## src/rtl/i2cds_pkg.sv

```systemverilog
// ----------------------------------------------------------------------------
// i2cds_pkg
// Widths, register indexes and the divider-to-code table of the bus clock
// divider selector.
// ----------------------------------------------------------------------------
`default_nettype none

package i2cds_pkg;

  localparam int CLK_W   = 30;
  localparam int SPEED_W = 22;
  localparam int CODE_W  = 6;
  localparam int IDX_W   = 1;

  localparam int TABLE_LEN = 51;
  localparam int NPAIR     = TABLE_LEN - 1;
  localparam int DIV_W     = 16;

  // configuration register indexes
  localparam logic [IDX_W-1:0] REG_BUS_ONE_CLK = 1'd0;
  localparam logic [IDX_W-1:0] REG_BUS_TWO_CLK = 1'd1;

  localparam logic [CODE_W-1:0] CODE_INVALID = 6'h3F;
  localparam logic [CODE_W-1:0] CODE_TOP     = 6'h1F;
  localparam logic [CODE_W-1:0] CODE_LOW     = 6'h20;

  // ascending divider values and the code that goes with each
  localparam logic [DIV_W-1:0] RATE_DIV [TABLE_LEN] = '{
    16'd0,     16'd256,   16'd288,   16'd320,   16'd352,
    16'd384,   16'd416,   16'd448,   16'd480,   16'd512,
    16'd576,   16'd640,   16'd704,   16'd768,   16'd832,
    16'd896,   16'd1024,  16'd1152,  16'd1280,  16'd1536,
    16'd1792,  16'd1920,  16'd2048,  16'd2304,  16'd2560,
    16'd3072,  16'd3584,  16'd3840,  16'd4096,  16'd4608,
    16'd5120,  16'd6144,  16'd7168,  16'd7680,  16'd8192,
    16'd9216,  16'd10240, 16'd12288, 16'd14336, 16'd15360,
    16'd16384, 16'd18432, 16'd20480, 16'd24576, 16'd28672,
    16'd30720, 16'd32768, 16'd36864, 16'd40960, 16'd49152,
    16'd61440
  };

  localparam logic [CODE_W-1:0] RATE_CODE [TABLE_LEN] = '{
    6'h20, 6'h20, 6'h21, 6'h22, 6'h23,
    6'h24, 6'h01, 6'h25, 6'h02, 6'h26,
    6'h27, 6'h28, 6'h05, 6'h29, 6'h06,
    6'h2A, 6'h2B, 6'h08, 6'h2C, 6'h2D,
    6'h2E, 6'h0B, 6'h2F, 6'h0C, 6'h30,
    6'h31, 6'h32, 6'h0F, 6'h33, 6'h10,
    6'h34, 6'h35, 6'h36, 6'h13, 6'h37,
    6'h14, 6'h38, 6'h39, 6'h3A, 6'h17,
    6'h3B, 6'h18, 6'h3C, 6'h3D, 6'h3E,
    6'h1B, 6'h3F, 6'h1C, 6'h1D, 6'h1E,
    6'h1F
  };

endpackage

`default_nettype wire

```

## src/rtl/i2c_clock_divider_select.sv

```systemverilog
// ----------------------------------------------------------------------------
// i2c_clock_divider_select
// Picks the selected bus clock, divides it by the requested speed and maps
// the quotient to the nearest divider code of the rate table.
// ----------------------------------------------------------------------------
//
//  channel   dir  handshake              payload
//  s_axis    in   tvalid/tready          tdata: speed_hz  tuser: bus_select
//  m_axis    out  tvalid/tready          tdata: rate_code, divide_ratio
//                                        tuser: speed_invalid
//  cfg       in   cfg_we (no wait)       cfg_index, cfg_data
//
//  The pipeline is the input register, 30 restoring divider stages (one
//  quotient bit per stage), two table stages and the output register.
//  One beat per cycle is accepted while the output is drained.
//  A stalled output parks one beat in a skid register; the pipeline then
//  holds and s_axis_tready drops until the skid empties.
//  rst (synchronous) clears valid bits and both clock registers.
//
`default_nettype none

module i2c_clock_divider_select (
  input  wire logic        clk,
  input  wire logic        rst,
  // configuration
  input  wire logic        cfg_we,
  input  wire logic [0:0]  cfg_index,
  input  wire logic [29:0] cfg_data,
  // request stream
  input  wire logic        s_axis_tvalid,
  output logic             s_axis_tready,
  input  wire logic [23:0] s_axis_tdata,   // [21:0] speed_hz, [23:22] zero
  input  wire logic [0:0]  s_axis_tuser,   // [0] bus_select
  // result stream
  output logic             m_axis_tvalid,
  input  wire logic        m_axis_tready,
  output logic [39:0]      m_axis_tdata,   // [5:0] rate_code, [35:6] divide_ratio,
                                           // [39:36] zero
  output logic [0:0]       m_axis_tuser    // [0] speed_invalid
);

  localparam int CW = i2cds_pkg::CLK_W;
  localparam int SW = i2cds_pkg::SPEED_W;
  localparam int OW = i2cds_pkg::CODE_W;
  localparam int NP = i2cds_pkg::NPAIR;

  // configuration registers
  logic [CW-1:0] bus_one_clk;
  logic [CW-1:0] bus_two_clk;

  always_ff @(posedge clk) begin
    if (rst) begin
      bus_one_clk <= '0;
      bus_two_clk <= '0;
    end else if (cfg_we) begin
      unique case (cfg_index)
        i2cds_pkg::REG_BUS_ONE_CLK: bus_one_clk <= cfg_data;
        i2cds_pkg::REG_BUS_TWO_CLK: bus_two_clk <= cfg_data;
        default: ;
      endcase
    end
  end

  // whole pipeline moves when the skid register is free
  logic adv;
  logic skid_valid;
  assign adv           = !skid_valid;
  assign s_axis_tready = adv;

  // divider pipeline: index 0 is the input register, index k+1 after bit k
  logic          dv    [0:CW];
  logic [CW-1:0] dq    [0:CW];
  logic [CW-1:0] ddvd  [0:CW];
  logic [SW-1:0] drem  [0:CW];
  logic [SW-1:0] dsp   [0:CW];
  logic          dinv  [0:CW];

  always_ff @(posedge clk) begin
    if (rst) begin
      dv[0] <= 1'b0;
    end else if (adv) begin
      dv[0] <= s_axis_tvalid;
    end
  end

  always_ff @(posedge clk) begin
    if (adv) begin
      dq[0]   <= '0;
      drem[0] <= '0;
      ddvd[0] <= s_axis_tuser[0] ? bus_two_clk : bus_one_clk;
      dsp[0]  <= s_axis_tdata[SW-1:0];
      dinv[0] <= (s_axis_tdata[SW-1:0] == '0);
    end
  end

  genvar k;
  generate
    for (k = 0; k < CW; k++) begin : g_div
      logic [SW:0] trial;
      logic [SW:0] diff;
      logic        ge;

      // shift in the next dividend bit, subtract if it fits
      assign trial = {drem[k], ddvd[k][CW-1]};
      assign ge    = (trial >= {1'b0, dsp[k]});
      assign diff  = trial - {1'b0, dsp[k]};

      always_ff @(posedge clk) begin
        if (rst) begin
          dv[k+1] <= 1'b0;
        end else if (adv) begin
          dv[k+1] <= dv[k];
        end
      end

      always_ff @(posedge clk) begin
        if (adv) begin
          drem[k+1] <= ge ? diff[SW-1:0] : trial[SW-1:0];
          dq[k+1]   <= {dq[k][CW-2:0], ge};
          ddvd[k+1] <= {ddvd[k][CW-2:0], 1'b0};
          dsp[k+1]  <= dsp[k];
          dinv[k+1] <= dinv[k];
        end
      end
    end
  endgenerate

  // table stage 1: per-pair upper-bound and nearer-entry compares
  logic [CW-1:0] ratio_c;
  logic [NP-1:0] le_c;
  logic [NP-1:0] lw_c;

  assign ratio_c = dinv[CW] ? '0 : dq[CW];

  always_comb begin
    for (int p = 0; p < NP; p++) begin
      le_c[p] = ratio_c <= CW'(i2cds_pkg::RATE_DIV[p+1]);
      // lower entry wins only when strictly nearer: 2d < lo + hi
      lw_c[p] = {ratio_c, 1'b0} <
                ((CW+1)'(i2cds_pkg::RATE_DIV[p]) + (CW+1)'(i2cds_pkg::RATE_DIV[p+1]));
    end
  end

  logic          t1_v;
  logic [CW-1:0] t1_ratio;
  logic          t1_inv;
  logic [NP-1:0] t1_le;
  logic [NP-1:0] t1_lw;

  always_ff @(posedge clk) begin
    if (rst) begin
      t1_v <= 1'b0;
    end else if (adv) begin
      t1_v <= dv[CW];
    end
  end

  always_ff @(posedge clk) begin
    if (adv) begin
      t1_ratio <= ratio_c;
      t1_inv   <= dinv[CW];
      t1_le    <= le_c;
      t1_lw    <= lw_c;
    end
  end

  // table stage 2: first bracketing pair decides the code; a zero speed forces the invalid code
  logic [OW-1:0] code_c;

  always_comb begin
    code_c = i2cds_pkg::CODE_TOP;
    for (int p = NP - 1; p >= 0; p--) begin
      if (t1_le[p]) begin
        code_c = t1_lw[p] ? i2cds_pkg::RATE_CODE[p] : i2cds_pkg::RATE_CODE[p+1];
      end
    end
    if (t1_inv) begin
      code_c = i2cds_pkg::CODE_INVALID;
    end
  end

  logic          t2_v;
  logic [OW-1:0] t2_code;
  logic [CW-1:0] t2_ratio;
  logic          t2_inv;

  always_ff @(posedge clk) begin
    if (rst) begin
      t2_v <= 1'b0;
    end else if (adv) begin
      t2_v <= t1_v;
    end
  end

  always_ff @(posedge clk) begin
    if (adv) begin
      t2_code  <= code_c;
      t2_ratio <= t1_ratio;
      t2_inv   <= t1_inv;
    end
  end

  // output register with one skid entry
  logic          out_valid;
  logic [OW-1:0] out_code;
  logic [CW-1:0] out_ratio;
  logic          out_inv;
  logic [OW-1:0] skid_code;
  logic [CW-1:0] skid_ratio;
  logic          skid_inv;
  logic          out_free;
  logic          push;

  assign out_free = !out_valid || m_axis_tready;
  assign push     = adv && t2_v;

  always_ff @(posedge clk) begin
    if (rst) begin
      out_valid  <= 1'b0;
      skid_valid <= 1'b0;
    end else begin
      if (out_free) begin
        out_valid <= skid_valid || push;
      end
      if (push && !out_free) begin
        skid_valid <= 1'b1;
      end else if (skid_valid && out_free) begin
        skid_valid <= 1'b0;
      end
    end
  end

  always_ff @(posedge clk) begin
    if (out_free) begin
      if (skid_valid) begin
        out_code  <= skid_code;
        out_ratio <= skid_ratio;
        out_inv   <= skid_inv;
      end else begin
        out_code  <= t2_code;
        out_ratio <= t2_ratio;
        out_inv   <= t2_inv;
      end
    end
    if (push && !out_free) begin
      skid_code  <= t2_code;
      skid_ratio <= t2_ratio;
      skid_inv   <= t2_inv;
    end
  end

  assign m_axis_tvalid = out_valid;
  assign m_axis_tdata  = {4'd0, out_ratio, out_code};
  assign m_axis_tuser  = out_inv;

`ifndef SYNTH
  a_skid_needs_out: assert property (@(posedge clk) disable iff (rst)
    skid_valid |-> out_valid)
    else $error("skid entry held while output register empty");

  a_stall_only_when_blocked: assert property (@(posedge clk) disable iff (rst)
    !s_axis_tready |-> (m_axis_tvalid && skid_valid))
    else $error("input stalled without a blocked output");

  a_invalid_result: assert property (@(posedge clk) disable iff (rst)
    (m_axis_tvalid && m_axis_tuser[0]) |->
      (out_code == i2cds_pkg::CODE_INVALID && out_ratio == '0))
    else $error("zero speed gave wrong code or ratio");

  a_low_ratio_code: assert property (@(posedge clk) disable iff (rst)
    (m_axis_tvalid && !m_axis_tuser[0] && out_ratio < CW'(256)) |->
      (out_code == i2cds_pkg::CODE_LOW))
    else $error("ratio below first divider gave wrong code");
`endif

endmodule

`default_nettype wire
```

## config.mk

```make
export PLATFORM = sky130hd
export DESIGN_NAME = i2c_clock_divider_select
export DESIGN_NICKNAME = d
export VERILOG_FILES = /design/src/rtl/i2cds_pkg.sv /design/src/rtl/i2c_clock_divider_select.sv
export SDC_FILE = /design/constraint.sdc
export NUM_CORES = 2
export LEC_CHECK = 0
export BUFFER_PORTS_ARGS = -buffer_cell sky130_fd_sc_hd__buf_2
export CORE_UTILIZATION = 30
export DETAILED_ROUTE_END_ITERATION = 10
export HOLD_SLACK_MARGIN = 0.05
export SKIP_LAST_GASP = 1
export SYNTH_ARGS = -nofsm -noshare
export SYNTH_HDL_FRONTEND = slang
export SYNTH_SLANG_ARGS = --single-unit
```

## constraint.sdc

```tcl
create_clock -name clk -period 61.9 [get_ports clk]
set_input_delay 12.38 -clock clk [delete_from_list [all_inputs] [get_ports clk]]
set_output_delay 12.38 -clock clk [all_outputs]
set_load 0.02 [all_outputs]
```

======== Word level (Yosys, flattened, before mapping) ========
Memories as Yosys holds them, arrays and structs flattened. A register that Yosys moved wholly into a read port is not among the register bits.
Index checks and enable logic that the tools add are counted.
operators by class
  add/subtract/negate cells ............... 30
  bitwise gates (word level) .............. 32
  order comparisons ....................... 130
  muxes and demuxes ....................... 172
  reduce and logical (&&, ||, !) cells .... 14
operator list
  operator                                                                            number
  23-bit by 22-bit greater-or-equal comparator with 1-bit output                      30
  22-bit two-way mux                                                                  30
  22-bit subtractor                                                                   30
  6-bit two-way mux                                                                   78
  31-bit by 10-bit less-than comparator with 1-bit output, second input constant      8
  30-bit by 9-bit less-or-equal comparator with 1-bit output, second input constant   8
  31-bit by 11-bit less-than comparator with 1-bit output, second input constant      7
  30-bit by 10-bit less-or-equal comparator with 1-bit output, second input constant  7
  31-bit by 12-bit less-than comparator with 1-bit output, second input constant      6
  31-bit by 13-bit less-than comparator with 1-bit output, second input constant      6
  31-bit by 14-bit less-than comparator with 1-bit output, second input constant      6
  31-bit by 15-bit less-than comparator with 1-bit output, second input constant      6
  31-bit by 16-bit less-than comparator with 1-bit output, second input constant      6
  30-bit by 11-bit less-or-equal comparator with 1-bit output, second input constant  6
  30-bit by 12-bit less-or-equal comparator with 1-bit output, second input constant  6
  30-bit by 13-bit less-or-equal comparator with 1-bit output, second input constant  6
  30-bit by 14-bit less-or-equal comparator with 1-bit output, second input constant  6
  30-bit by 15-bit less-or-equal comparator with 1-bit output, second input constant  6
  30-bit by 16-bit less-or-equal comparator with 1-bit output, second input constant  5
  31-bit by 17-bit less-than comparator with 1-bit output, second input constant      4
  30-bit two-way mux                                                                  3
  1-bit two-way mux                                                                   51
  31-bit by 9-bit less-than comparator with 1-bit output, second input constant       1
  1-bit bitwise OR                                                                    31
  other kinds (12)                                                                    25
storage, ports and cells
  input port bits ......................... 61
  output and inout port bits .............. 43
  memories ................................ 6
  flip-flop bits (word level) ............. 305
  word-level logic and storage cells ...... 403
  memory bits (writable) .................. 3,286
memory list
  memory  words  bits a word  rd ports  clocked after Yosys merged registers in  wr ports  RTL line                        RTL
  ddvd    31     30           30        0                                        31        i2c_clock_divider_select.sv:73  logic [CW-1:0] ddvd [0:CW];
  dq      31     30           31        0                                        31        i2c_clock_divider_select.sv:72  logic [CW-1:0] dq [0:CW];
  drem    31     22           30        0                                        31        i2c_clock_divider_select.sv:74  logic [SW-1:0] drem [0:CW];
  dsp     31     22           30        0                                        31        i2c_clock_divider_select.sv:75  logic [SW-1:0] dsp [0:CW];
  dinv    31     1            31        0                                        31        i2c_clock_divider_select.sv:76  logic dinv [0:CW];
  dv      31     1            31        1                                        31        i2c_clock_divider_select.sv:71  logic dv [0:CW];

======== Depth between registers and ports, before layout ========
  depth in word-level cells ............... 51
  gate-level depth with buffers ........... 13
  gate-level depth less buffers ........... 12

======== Worst setup path before layout ========
OpenSTA, ideal clock, no wires.
  path type ............................... reg2out
  start ................................... register skid_valid
  end ..................................... output port s_axis_tready
  path slack .............................. 2.229 ns
  arrival time ............................ 47.291 ns
  required time ........................... 49.520 ns
  buffers on the path ..................... 2
  cell stages (with the launch flop) ...... 4
  path through ............................ dfxtp_1 clkbuf_1 clkbuf_1 inv_1
on the way
  cells in the longest elaborated chain, start to end .. 1
ends and longest elaborated chain
  what                    RTL line                         RTL
  from (decl)             i2c_clock_divider_select.sv:66   logic skid_valid;
  from (signal assigned)  i2c_clock_divider_select.sv:220  skid_valid <= 1'b0;
  from (signal assigned)  i2c_clock_divider_select.sv:226  skid_valid <= 1'b1;
  from (signal assigned)  i2c_clock_divider_select.sv:228  skid_valid <= 1'b0;
  1-bit logical NOT       i2c_clock_divider_select.sv:67   assign adv = !skid_valid;
  to (decl)               i2c_clock_divider_select.sv:31   output logic s_axis_tready,
No other way between the ends.

======== Worst setup path after layout ========
Ends and elaborated chain as after synthesis.

==> reports/results.md <==
## Yosys
* most frequent cells after synthesis: edfxtp_1, inv_1, a21oi_1
* share of the yosys chip area belonging to registers: 63.98%
* dominant cell type by area after synthesis: edfxtp_1
* cell with the most instances after synthesis: edfxtp_1
* Yosys warnings: 0
* netlist area before placement: 120800 um^2
* number of enable-type register cells in the synthesized netlist: 2531
* Syn Inst Count: 9264
* post-synthesis cell type count: 90
* portion of synthesized cell area occupied by the leading cell type: 62.92%
* number of synthesized register bits: 2595
* dominant synthesized flop cell: edfxtp_1
* top cells by area, synth: edfxtp_1, ha_1, a21oi_1
* Async S/R FF share, synth: 0%
* synthesized area per cell: 13.04 um^2

## STA
* number of slew-limit violations in the final report: 0
* Final setup viols: 0
* worst slew margin relative to its limit: 15.23%
* clk_skew: 0.04441 ns
* final number of hold-violating endpoints: 0
* min setup slack post-route: 47.81 ns
* measured slew at the worst slew-check pin: 1.262 ns
* shortest period the worst path allows: 14.09 ns
* smallest hold slack: 0.3903 ns
* RSZ-0062 raised after global routing: no
* Final period util: 22.76%
* total negative slack for setup checks: 0 ns
* peak clock frequency supported by timing: 0.07097 GHz

## Die
* I/O pins: 104
* DIE AREA: 405200 um^2
* Die H: 636.6 um
* starting density of the core: 30.20%
* Chip Width: 636.6 um
* core area: 400000 um^2
* Row Count: 232

## Power and ir drop
* maximum ir drop on the vdd rail: 0.02707 mV
* Lkg Pwr: 0.05619 uW
* switching fraction of total power: 28.57%
* relative contribution of the clock network to total power: 32.2%
* proportion of power drawn by flip-flops and latches: 44.8%
* portion of total power attributed to combinational logic: 23.0%
* internal power consumption: 3712 uW
* final total power: 5197 uW
* cell area power density: 37.91 nW/um^2
* switching pwr: 1485 uW

## Critical path
* critical path fanouts, max: 5
* startpoint of the most critical register-to-register path: skid_valid$_SDFFE_PP0P_
* worst setup path class: flop to output port
* type of element launching the critical path: flop
* reg-to-reg setup timing slack: 56.36 ns
* Worst Reg-to-Reg Cells: 7
* element type at the critical path end: output port
* end of the worst register-to-register path: drem[2][10]$_DFFE_PN_
* required time of the critical path: 49.52 ns
* CP arrival: 1.71 ns

## Route
* Antenna Violating Nets Remaining: 0
* Routed wire per std cell: 15.28 um
* number of vias per cell after detailed routing: 4.653
* number of iterations in the first detailed-routing pass: 5
* 1st-iter DRT viols: 4712
* total wire length after detailed routing: 230.0 mm
* vias after detailed routing: 70034
* Residual DRC: 0

## Clock tree
* number of sinks on the clock net: 2595
* count of cells resized by post-cts repair: 0
* CTS Buffer Depth: 4
* number of buffers added for setup after CTS: 0
* clock latency at the later pin of the worst-skew pair: 0.90 ns
* clock edge transition at the registers on the reported setup and hold paths: 0.06 ns
* number of buffers added by the clock tree synthesis step: 288
* total of hold buffers inserted after clock tree synthesis: 0
* depth of the CTS H-tree: 5
* CTS tree: built
* clock tree root buffer cell: clkbuf_16

## Worst hold path
* origin of the worst min-delay path: ddvd[0][117]$_DFFE_PN_
* type of the worst min-delay path: flop to flop
* hold depth: 0
* worst-case hold path end point: ddvd[0][148]$_DFFE_PN_

## Outcome
* run status: complete, no violations

## Global routing
* number of antenna violations at the first check in global routing: 10
* number of global-route vias before repair: 68275
* final global-route overflow total: 0
* GRT Resource Usage Total: 10.96%
* global-route wire length before repair: 364.6 mm
* pin count of the biggest net entering global routing: 177

## Flow run
* number of max-capacitance violations reported: 0

## Placed design
* gp weighted congestion: 0.8709
* # port buffers: 97
* Post-Place Worst Slack: 47.62 ns
* half-perimeter wire length after detailed placement: 162.4 mm

## Final layout
* number of nets in the layout: 10281
* final core utilization: 34.27%
* ratio of cells with drive above 1 in the final layout: 10.32%
* Syn-to-layout area delta: 13.47%

[power by group through the flow]
stage               clock (uW)  combinational (uW)  sequential [uW]
detailed placement           0                1180             2370
global route              1790                1330             2360
floorplan                    0                 936             2320
global placement             0                1170             2360
CTS                       1730                1190             2330
finish                    1670                1190             2330
[state kept, by name, indices dropped and copies added (netlist names), 6 cells and up]
| signal | count |
|---|---|
| bus_one_clk | 30 |
| bus_two_clk | 30 |
| ddvd | 465 |
| dinv | 31 |
| dq | 465 |
| drem | 638 |
| dsp | 660 |
| dv | 31 |
| out_code | 6 |
| out_ratio | 30 |
| skid_code | 6 |
| skid_ratio | 30 |
| t1_le | 50 |
| t1_lw | 49 |
| t1_ratio | 30 |
| t2_code | 6 |
| t2_ratio | 30 |
[critical path, cell delays in order (launching register included)]
cell,delay [ns]
dfxtp_2,0.35
inv_8,0.14
buf_2,0.26
[cells in the final DEF, fill, tap and decap left out, types with 192 or more instances in the layout]
| master | count |
|---|---|
| nor3_1 | 192 |
| xnor2_1 | 297 |
| mux2_2 | 314 |
| nand2_1 | 531 |
| nor2_1 | 635 |
| edfxtp_1 | 2531 |
| ha_1 | 640 |
| inv_1 | 842 |
| o21ai_0 | 341 |
| a21oi_1 | 790 |
| clkbuf_16 | 294 |
[per-stage QoR]
step,std cells,instance area [um^2]
after floorplan,9267,120800
after global placement,14527,127800
after detailed placement,14527,127800
after CTS,15050,137100
after global routing,15051,137100
final,15052,137100
[worst max path at each step]
| stage | cells past startpoint | from | end |
|---|---|---|---|
| after floorplan | 3 | skid_valid$_SDFFE_PP0P_ | s_axis_tready |
| after global placement | 4 | rst | dv[14]$_DFFE_PP_ |
| after detailed placement | 4 | rst | dv[15]$_DFFE_PP_ |
| after CTS | 2 | skid_valid$_SDFFE_PP0P_ | s_axis_tready |
| after global routing | 2 | skid_valid$_SDFFE_PP0P_ | s_axis_tready |
| final | 2 | skid_valid$_SDFFE_PP0P_ | s_axis_tready |
[kinds of logic after synthesis]
group	count (synthesis)	synth area share (%)
other cells	1	0.003104
simple gates	2138	8.518
compound gates	2056	10.72
flops	2595	63.98
buf+inv	1014	3.225
xor+xnor	434	3.147
fa+ha+maj	668	7.093
mux	358	3.317
[layout make-up]
class                           count  area (um^2)
Fill cell                       38987       262900
Sequential cell                  2595        77290
Multi-Input combinational cell   5658        39700
Clock buffer                      365         7644
Tap cell                         5265         6588
Inverter                          844         3176
Clock inverter                    158         1603
Timing Repair Buffer              165         1071
Antenna cell                        2        5.005
[routing by layer]
layer | global-route usage, % | vias to the layer above | routed length, um
met3 | 1.582 | 484 | 8954
met2 | 19.12 | 1289 | 111300
li1 | - | 34979 | -
met4 | 4.154 | 0 | 8302
met1 | 13.70 | 33282 | 101500
met5 | 0 | - | 0
No activity file was read; power rests on OpenSTA's default activity.
